$ cat config.mk
export PLATFORM = sky130hd
export DESIGN_NAME = xorshift_range_random
export DESIGN_NICKNAME = d
export VERILOG_FILES = /design/src/sv/xrr_pkg.sv /design/src/sv/xrr_ctrl.sv /design/src/sv/xrr_dp.sv /design/src/sv/xorshift_range_random.sv
export SDC_FILE = /design/constraint.sdc
export NUM_CORES = 2
export LEC_CHECK = 0
export BUFFER_PORTS_ARGS = -buffer_cell sky130_fd_sc_hd__buf_2
export CAP_MARGIN = 40
export CORE_ASPECT_RATIO = 0.5
export CORE_MARGIN = 8
export CORE_UTILIZATION = 60
export CTS_BUF_LIST = sky130_fd_sc_hd__clkbuf_8
export DETAILED_ROUTE_END_ITERATION = 10
export PLACE_DENSITY = 0.76
export SLEW_MARGIN = 25
export SYNTH_ARGS = -nofsm -noshare
export SYNTH_HDL_FRONTEND = slang
export SYNTH_SLANG_ARGS = --single-unit
export TNS_END_PERCENT = 20
$ cat constraint.sdc
create_clock -name aclk -period 23.1 [get_ports aclk]
set_clock_uncertainty 0.05 [all_clocks]
set_input_delay 6.93 -clock aclk [delete_from_list [all_inputs] [get_ports aclk]]
set_output_delay 6.93 -clock aclk [all_outputs]
set_load 0.05 [all_outputs]
$ cat src/sv/xrr_pkg.sv
// ---------------------------------------------------------------------------
// xrr_pkg: shared types and constants for the xorshift range generator
// Holds the word width, the generator seed, the request kinds and the
// command and status bundles between controller and datapath.
// ---------------------------------------------------------------------------
`default_nettype none

package xrr_pkg;

    localparam int WORD_W     = 32;
    localparam int CNT_W      = $clog2(WORD_W);
    localparam int SHIFT_A    = 13;
    localparam int SHIFT_B    = 17;
    localparam int SHIFT_C    = 5;

    localparam logic [WORD_W-1:0] SEED_RESET = 32'd123456789;

    localparam logic [1:0] KIND_BELOW_MAX = 2'd0;
    localparam logic [1:0] KIND_CLOSED    = 2'd1;
    localparam logic [1:0] KIND_FIXED     = 2'd2;
    localparam logic [1:0] KIND_NONE      = 2'd3;

    typedef struct packed {
        logic load;
        logic advance;
        logic div_step;
        logic mul;
        logic out_load;
    } xrr_cmd_t;

    typedef struct packed {
        logic draw;
        logic use_div;
        logic use_mul;
    } xrr_status_t;

endpackage

`default_nettype wire

$ cat src/sv/xrr_ctrl.sv
// ---------------------------------------------------------------------------
// xrr_ctrl: request sequencer
// Steps each request through operand capture, setup, the remainder or
// multiply phase where the request needs one, and the hand-off into the output register.
// ---------------------------------------------------------------------------
`default_nettype none

module xrr_ctrl
    import xrr_pkg::*;
(
    input  wire logic        aclk,
    input  wire logic        aresetn,
    input  wire logic        s_valid,
    output logic             s_ready,
    output logic             m_valid,
    input  wire logic        m_ready,
    input  wire xrr_status_t status,
    output xrr_cmd_t         cmd
);

    localparam logic [2:0] ST_IDLE  = 3'd0;
    localparam logic [2:0] ST_SETUP = 3'd1;
    localparam logic [2:0] ST_DIV   = 3'd2;
    localparam logic [2:0] ST_MUL   = 3'd3;
    localparam logic [2:0] ST_FIN   = 3'd4;

    localparam logic [CNT_W-1:0] CNT_LAST = CNT_W'(WORD_W - 1);

    logic [2:0]       state_reg, state_next;
    logic [CNT_W-1:0] cnt_reg, cnt_next;
    logic             out_valid_reg, out_valid_next;

    assign s_ready = (state_reg == ST_IDLE);
    assign m_valid = out_valid_reg;

    always_comb begin
        state_next     = state_reg;
        cnt_next       = cnt_reg;
        cmd            = '0;
        out_valid_next = out_valid_reg;
        if (out_valid_reg && m_ready) begin
            out_valid_next = 1'b0;
        end
        unique case (state_reg)
            ST_IDLE: begin
                if (s_valid) begin
                    cmd.load   = 1'b1;
                    state_next = ST_SETUP;
                end
            end
            ST_SETUP: begin
                cmd.advance = status.draw;
                cnt_next    = '0;
                if (status.use_div) begin
                    state_next = ST_DIV;
                end else if (status.use_mul) begin
                    state_next = ST_MUL;
                end else begin
                    state_next = ST_FIN;
                end
            end
            ST_DIV: begin
                cmd.div_step = 1'b1;
                cnt_next     = cnt_reg + 1'b1;
                if (cnt_reg == CNT_LAST) begin
                    state_next = ST_FIN;
                end
            end
            ST_MUL: begin
                cmd.mul    = 1'b1;
                state_next = ST_FIN;
            end
            ST_FIN: begin
                // The output register is free, or its beat leaves this cycle.
                if (!out_valid_reg || m_ready) begin
                    cmd.out_load   = 1'b1;
                    out_valid_next = 1'b1;
                    state_next     = ST_IDLE;
                end
            end
            default: begin
                state_next = ST_IDLE;
            end
        endcase
    end

    always_ff @(posedge aclk) begin
        if (!aresetn) begin
            state_reg     <= ST_IDLE;
            cnt_reg       <= '0;
            out_valid_reg <= 1'b0;
        end else begin
            state_reg     <= state_next;
            cnt_reg       <= cnt_next;
            out_valid_reg <= out_valid_next;
        end
    end

    a_div_ends: assert property (@(posedge aclk) disable iff (!aresetn)
        (state_reg == ST_DIV && cnt_reg == CNT_LAST) |=> (state_reg == ST_FIN))
        else $error("remainder phase did not end after the last step");

    a_no_overwrite: assert property (@(posedge aclk) disable iff (!aresetn)
        cmd.out_load |-> (!out_valid_reg || m_ready))
        else $error("output register loaded over a beat not yet taken");

    a_setup_exit: assert property (@(posedge aclk) disable iff (!aresetn)
        (state_reg == ST_SETUP) |=>
            (state_reg == ST_DIV || state_reg == ST_MUL || state_reg == ST_FIN))
        else $error("setup went to an unexpected state");

    a_draw_phase: assert property (@(posedge aclk) disable iff (!aresetn)
        (state_reg == ST_SETUP && !status.draw) |=> (state_reg == ST_FIN))
        else $error("request without a draw entered a compute phase");

endmodule

`default_nettype wire

$ cat src/sv/xrr_dp.sv
// ---------------------------------------------------------------------------
// xrr_dp: generator word, remainder unit and scaling multiplier
// Holds the xorshift word, a one-bit-per-cycle restoring remainder, a
// 32x32 multiplier for fixed-point scaling and the output registers.
// ---------------------------------------------------------------------------
`default_nettype none

module xrr_dp
    import xrr_pkg::*;
(
    input  wire logic                     aclk,
    input  wire logic                     aresetn,
    input  wire logic                     cfg_write,
    input  wire logic        [WORD_W-1:0] cfg_seed_value,
    input  wire logic        [1:0]        s_kind,
    input  wire logic signed [WORD_W-1:0] s_low_bound,
    input  wire logic signed [WORD_W-1:0] s_high_bound,
    input  wire xrr_cmd_t                 cmd,
    output xrr_status_t                   status,
    output logic signed      [WORD_W-1:0] m_random_value,
    output logic                          m_drew_word
);

    logic [1:0]            kind_reg;
    logic [WORD_W-1:0]     lo_reg, hi_reg;
    logic [WORD_W-1:0]     word_reg, word_next;
    logic [WORD_W-1:0]     quo_reg;
    logic [WORD_W:0]       rem_reg, div_reg;
    logic [2*WORD_W-1:0]   prod_reg;
    logic [WORD_W-1:0]     out_value_reg, value_next;
    logic                  out_drew_reg;
    logic                  drew_reg;

    logic                  lo_lt_hi, hi_pos;
    logic [WORD_W+1:0]     span_wide;
    logic [WORD_W:0]       div_next;
    logic [WORD_W-1:0]     xs_a, xs_b, xs_c;
    logic [WORD_W+1:0]     shifted, trial;

    assign lo_lt_hi = ($signed(lo_reg) < $signed(hi_reg));
    assign hi_pos   = ($signed(hi_reg) > $signed({WORD_W{1'b0}}));

    always_comb begin
        status.draw    = 1'b0;
        status.use_div = 1'b0;
        status.use_mul = 1'b0;
        unique case (kind_reg)
            KIND_BELOW_MAX: begin
                status.draw    = hi_pos;
                status.use_div = hi_pos;
            end
            KIND_CLOSED: begin
                status.draw    = lo_lt_hi;
                status.use_div = lo_lt_hi;
            end
            KIND_FIXED: begin
                status.draw    = lo_lt_hi;
                status.use_mul = lo_lt_hi;
            end
            KIND_NONE: begin
                status.draw = 1'b0;
            end
            default: begin
                status.draw = 1'b0;
            end
        endcase
    end

    // The span is formed at 34 bits so that a full 2^32 range does not wrap.
    assign span_wide = {{2{hi_reg[WORD_W-1]}}, hi_reg} - {{2{lo_reg[WORD_W-1]}}, lo_reg};

    always_comb begin
        unique case (kind_reg)
            KIND_BELOW_MAX: div_next = {1'b0, hi_reg};
            KIND_CLOSED:    div_next = span_wide[WORD_W:0] + 1'b1;
            KIND_FIXED:     div_next = span_wide[WORD_W:0];
            KIND_NONE:      div_next = '0;
            default:        div_next = '0;
        endcase
    end

    assign xs_a = word_reg ^ (word_reg << SHIFT_A);
    assign xs_b = xs_a ^ (xs_a >> SHIFT_B);
    assign xs_c = xs_b ^ (xs_b << SHIFT_C);

    always_comb begin
        word_next = word_reg;
        if (cfg_write) begin
            word_next = cfg_seed_value;
        end else if (cmd.advance) begin
            word_next = xs_c;
        end
    end

    assign shifted = {rem_reg, quo_reg[WORD_W-1]};
    assign trial   = shifted - {1'b0, div_reg};

    always_comb begin
        value_next = '0;
        unique case (kind_reg)
            KIND_BELOW_MAX: value_next = drew_reg ? rem_reg[WORD_W-1:0] : '0;
            KIND_CLOSED:    value_next = drew_reg ? lo_reg + rem_reg[WORD_W-1:0] : lo_reg;
            KIND_FIXED:     value_next = drew_reg ? lo_reg + prod_reg[2*WORD_W-1:WORD_W]
                                                  : lo_reg;
            KIND_NONE:      value_next = '0;
            default:        value_next = '0;
        endcase
    end

    always_ff @(posedge aclk) begin
        if (!aresetn) begin
            word_reg <= SEED_RESET;
        end else begin
            word_reg <= word_next;
        end
    end

    always_ff @(posedge aclk) begin
        if (cmd.load) begin
            kind_reg <= s_kind;
            lo_reg   <= s_low_bound;
            hi_reg   <= s_high_bound;
        end
        if (cmd.advance) begin
            quo_reg <= xs_c;
            rem_reg <= '0;
            div_reg <= div_next;
        end else if (cmd.div_step) begin
            quo_reg <= quo_reg << 1;
            rem_reg <= trial[WORD_W+1] ? shifted[WORD_W:0] : trial[WORD_W:0];
        end
        if (cmd.load) begin
            drew_reg <= 1'b0;
        end else if (cmd.advance) begin
            drew_reg <= 1'b1;
        end
        if (cmd.mul) begin
            prod_reg <= word_reg * div_reg[WORD_W-1:0];
        end
        if (cmd.out_load) begin
            out_value_reg <= value_next;
            out_drew_reg  <= drew_reg;
        end
    end

    assign m_random_value = out_value_reg;
    assign m_drew_word    = out_drew_reg;

    a_no_draw_kind3: assert property (@(posedge aclk) disable iff (!aresetn)
        (kind_reg == KIND_NONE) |-> !status.draw)
        else $error("unused request kind asked for a draw");

    a_drew_matches: assert property (@(posedge aclk) disable iff (!aresetn)
        cmd.out_load |=> (out_drew_reg == $past(drew_reg)))
        else $error("drew flag in output does not match the request");

    a_rem_bound: assert property (@(posedge aclk) disable iff (!aresetn)
        (cmd.out_load && drew_reg && kind_reg != KIND_FIXED) |-> (rem_reg < div_reg))
        else $error("remainder not below divisor at hand-off");

endmodule

`default_nettype wire

$ cat src/sv/xorshift_range_random.sv
// ---------------------------------------------------------------------------
// xorshift_range_random: xorshift32 generator with range requests
// Top level: joins the request sequencer and the datapath.
// ---------------------------------------------------------------------------
// Each request returns one beat. A request that draws an integer value
// (kind 0 or 1) has its operands captured at the accepting edge. After
// that come setup and the word advance, the bit-serial remainder, and the
// load of the output. A fixed-point request (kind 2) uses the registered
// 32x32 multiply in place of the remainder. A request that draws nothing
// goes from setup straight to the output load. The sequencer is ready
// again in the cycle after the output load. One request is in work at a
// time, and a new one is accepted while the previous result still waits
// on the output. Writing the seed loads the generator word at once. The
// configuration channel is always ready. The user must see that it is
// written only while idle; the block itself does not enforce this.
`default_nettype none

module xorshift_range_random
    import xrr_pkg::*;
(
    input  wire logic                     aclk,
    input  wire logic                     aresetn,
    input  wire logic                     cfg_valid,
    output logic                          cfg_ready,
    input  wire logic        [WORD_W-1:0] cfg_seed_value,
    input  wire logic                     s_valid,
    output logic                          s_ready,
    input  wire logic        [1:0]        s_kind,
    input  wire logic signed [WORD_W-1:0] s_low_bound,
    input  wire logic signed [WORD_W-1:0] s_high_bound,
    output logic                          m_valid,
    input  wire logic                     m_ready,
    output logic signed      [WORD_W-1:0] m_random_value,
    output logic                          m_drew_word
);

    xrr_cmd_t    cmd;
    xrr_status_t status;

    assign cfg_ready = 1'b1;

    xrr_ctrl u_ctrl (
        .aclk    (aclk),
        .aresetn (aresetn),
        .s_valid (s_valid),
        .s_ready (s_ready),
        .m_valid (m_valid),
        .m_ready (m_ready),
        .status  (status),
        .cmd     (cmd)
    );

    xrr_dp u_dp (
        .aclk           (aclk),
        .aresetn        (aresetn),
        .cfg_write      (cfg_valid && cfg_ready),
        .cfg_seed_value (cfg_seed_value),
        .s_kind         (s_kind),
        .s_low_bound    (s_low_bound),
        .s_high_bound   (s_high_bound),
        .cmd            (cmd),
        .status         (status),
        .m_random_value (m_random_value),
        .m_drew_word    (m_drew_word)
    );

endmodule

`default_nettype wire
==> impl_metrics.ini <==
[synth]
netlist_instances = 5632
synthArstFlopShare = 0
yosysTopAreaCellShare = 0.3488
syn-num-nets = 7027
syn_avg_cell_area_sq_um = 9.163
syn-cell-area_sq_mm = 0.05160
synth.area.top_cells = fa_1, edfxtp_1, ha_1
synth_area_leader_cell = fa_1
synth-edff-count = 196
ys_types = 105
ys_warn_count = 0
synth_seq_cells = 271
synth_seq_area_share = 0.1432
synthFlopType = edfxtp_1

[floorplanning]
die_area_sq_mm = 0.09621
row_count = 76
die_h_um = 223.4
initial_utilization = 0.6023
ioPinCount = 139
die_w_um = 430.7
core_area_sq_mm = 0.08568

[clock_tree]
clockBufferDepth = 3
cts_hold_buf = 0
htreeDepth = 2
cts.sinks = 271
ctsResizeCount = 0
clkLatencyLatePin_ps = 710
numCtsBuffers = 46
cts_root_buf = clkbuf_8
cts_tree = done
path_clk_slew_ps = 70
postCtsSetupRepairBufs = 0

[global_route]
grt_antenna_before_repair = 13
grt_usage = 0.3295
grt_first_pass_wirelength_um = 247100
grt.overflow.total = 0
grt_max_degree = 79
grt_pass1_vias = 43280

[min_path]
worstHoldStart = u_ctrl.cnt_reg[3]
holdPathEnd = u_ctrl.cnt_reg[3]
holdPathStages = 1
min_path_type = reg2reg

[setup_path]
r2r_slack_ps = 14150
cp_max_fo = 18
cpMostUsedCell = fa_1
cpMaxStageDelayCell = edfxtp_1
crit_family = adder cells
worstReg2RegEnd = u_dp.prod_reg[63]
cp-start-kind = flop
r2r_start = u_dp.div_reg[6]
crit_required_ps = 23470
r2r_cells = 27
path_class = reg2reg
worstSetupEndpointType = flop
worst-path-buf-inv = 6
cp.arrival_ps = 9330
slowest_delay_ps = 660

[finish]
nets = 7006
mostFrequentLayoutCells = inv_1, fa_1, nand2_1, and2_1, ha_1
syn_to_final_growth_pct = 5.482
final_common_cell = inv_1
drive_gt1_frac = 0.06269
nFillCells = 6975

[routing]
drt_wl_total_um = 158000
first_pass_iters = 8
ant_nets = 0
drt_iter0_markers = 3833
wl_per_cell_um = 23.17
num_vias = 41100
drc = 0
drt-vias-per-instance = 6.024

[timing]
slew_viol_final = 0
period_minus_slack_ps = 8955
grt_setup_unrepaired = false
fmax_ghz = 0.1117
tightest_slew_ps = 885.1
setup_violations = 0
fin_setup_tns_ps = 0
slew_headroom = 0.4057
period_share = 0.3876
hold_viol = 0

[run]
cap_violations = 0

[outcome]
status = completed

[place]
io_buffer_count = 137
gp_congestion = 0.9532
hpwl_um = 118300
## worst reg2reg max path: cells and delay by family (launching register included)
| kind | cells | cell delay [ps] |
|---|---|---|
| AO/OA/AOI/OAI | 7 | 1980 |
| flip-flops | 1 | 660 |
| buffers and inverters | 6 | 780 |
| adder cells (fa/ha/maj) | 9 | 4340 |
| AND/OR/NAND/NOR | 4 | 740 |
| XOR/XNOR | 1 | 130 |
## cells in the mapped netlist (8+ instances only)
| cell type | number |
|---|---|
| and4_1 | 10 |
| buf_2 | 10 |
| o221ai_1 | 15 |
| dfxtp_1 | 75 |
| fa_1 | 899 |
| buf_1 | 14 |
| ha_1 | 393 |
| nand3_1 | 62 |
| o21a_1 | 17 |
| o21ai_0 | 207 |
| or3_1 | 10 |
| o211ai_1 | 11 |
| a211oi_1 | 23 |
| inv_1 | 978 |
| edfxtp_1 | 196 |
| o31ai_1 | 8 |
| nor4_1 | 18 |
| o21bai_1 | 21 |
| xor2_1 | 100 |
| mux2i_1 | 27 |
| nor2b_1 | 24 |
| a22oi_1 | 35 |
| a31oi_1 | 20 |
| a211o_1 | 8 |
| xnor2_1 | 178 |
| and3_1 | 23 |
| nor3b_1 | 11 |
| o22ai_1 | 16 |
| o21ai_1 | 13 |
| a21o_1 | 82 |
| nand4_1 | 20 |
| a21oi_1 | 210 |
| nand2b_1 | 19 |
| nor2_1 | 148 |
| clkbuf_1 | 276 |
| nor3_1 | 36 |
| and2_1 | 623 |
| nand2_1 | 635 |
| a221oi_1 | 19 |
## kinds of logic (layout without fill, tap and decap cells)
family                     Yosys count  after routing  synth area share
and+or+nand+nor                   1671           1671            0.1653
adders and majority gates         1292           1292            0.4441
buffers and inverters             1288           1303           0.09456
AOI/OAI and AO/OA                  804            804            0.1005
xor gates and xnor gates           278            278           0.04718
DFF                                271            271            0.1432
muxes                               27             27          0.005237
other                                1              6        0.00007267
## cell type report
class | count | area, sq um | area share
multi-input cells | 4073 | 39370 | 0.7232
well taps | 1170 | 1464 | 0.02689
diodes | 5 | 12.51 | 0.0002299
clock buffers | 52 | 715.7 | 0.01315
clock inverters | 32 | 315.3 | 0.005793
inverters | 981 | 3684 | 0.06767
flip-flops and latches | 271 | 7387 | 0.1357
repair buffers | 238 | 1486 | 0.02731
## metrics by stage
step	utilization	worst slack (ps)	std cells	instance area, sq um	hold WS (ps)
after floorplan	-	14120	5632	51600	356.4
after CTS	0.6345	13970	6810	54360	410.6
after global routing	0.6352	13670	6817	54420	429.3
after detailed placement	0.6225	14020	6726	53330	404.4
final	0.6353	14150	6822	54430	410.1
after global placement	0.6209	14040	6713	53200	378.1
## how the worst max path moves through the flow
stage / from / to / slack [ps] / cells after the start
after global routing: u_dp.div_reg[6] / u_dp.prod_reg[58] / 13670 / 27
after detailed placement: u_dp.div_reg[5] / u_dp.prod_reg[58] / 14020 / 26
after CTS: u_dp.div_reg[5] / u_dp.prod_reg[58] / 13970 / 26
final: u_dp.div_reg[6] / u_dp.prod_reg[63] / 14150 / 27
after floorplan: s_valid / u_dp.hi_reg[0] / 14120 / 1
after global placement: u_dp.div_reg[20] / u_dp.prod_reg[58] / 14040 / 25
## layer usage
layer  global-route usage  wire (um)  vias up
met4               0.1522       8518        4
met3              0.08348      17450      549
met1               0.4240      60610    20590
li1                     -          -    17760
met2               0.5260      71440     2195
met5                    0         23        -
Power is left out: the tool's default activity adds up to more than one toggle a clock period on the data nets, which glitch-free logic cannot reach.
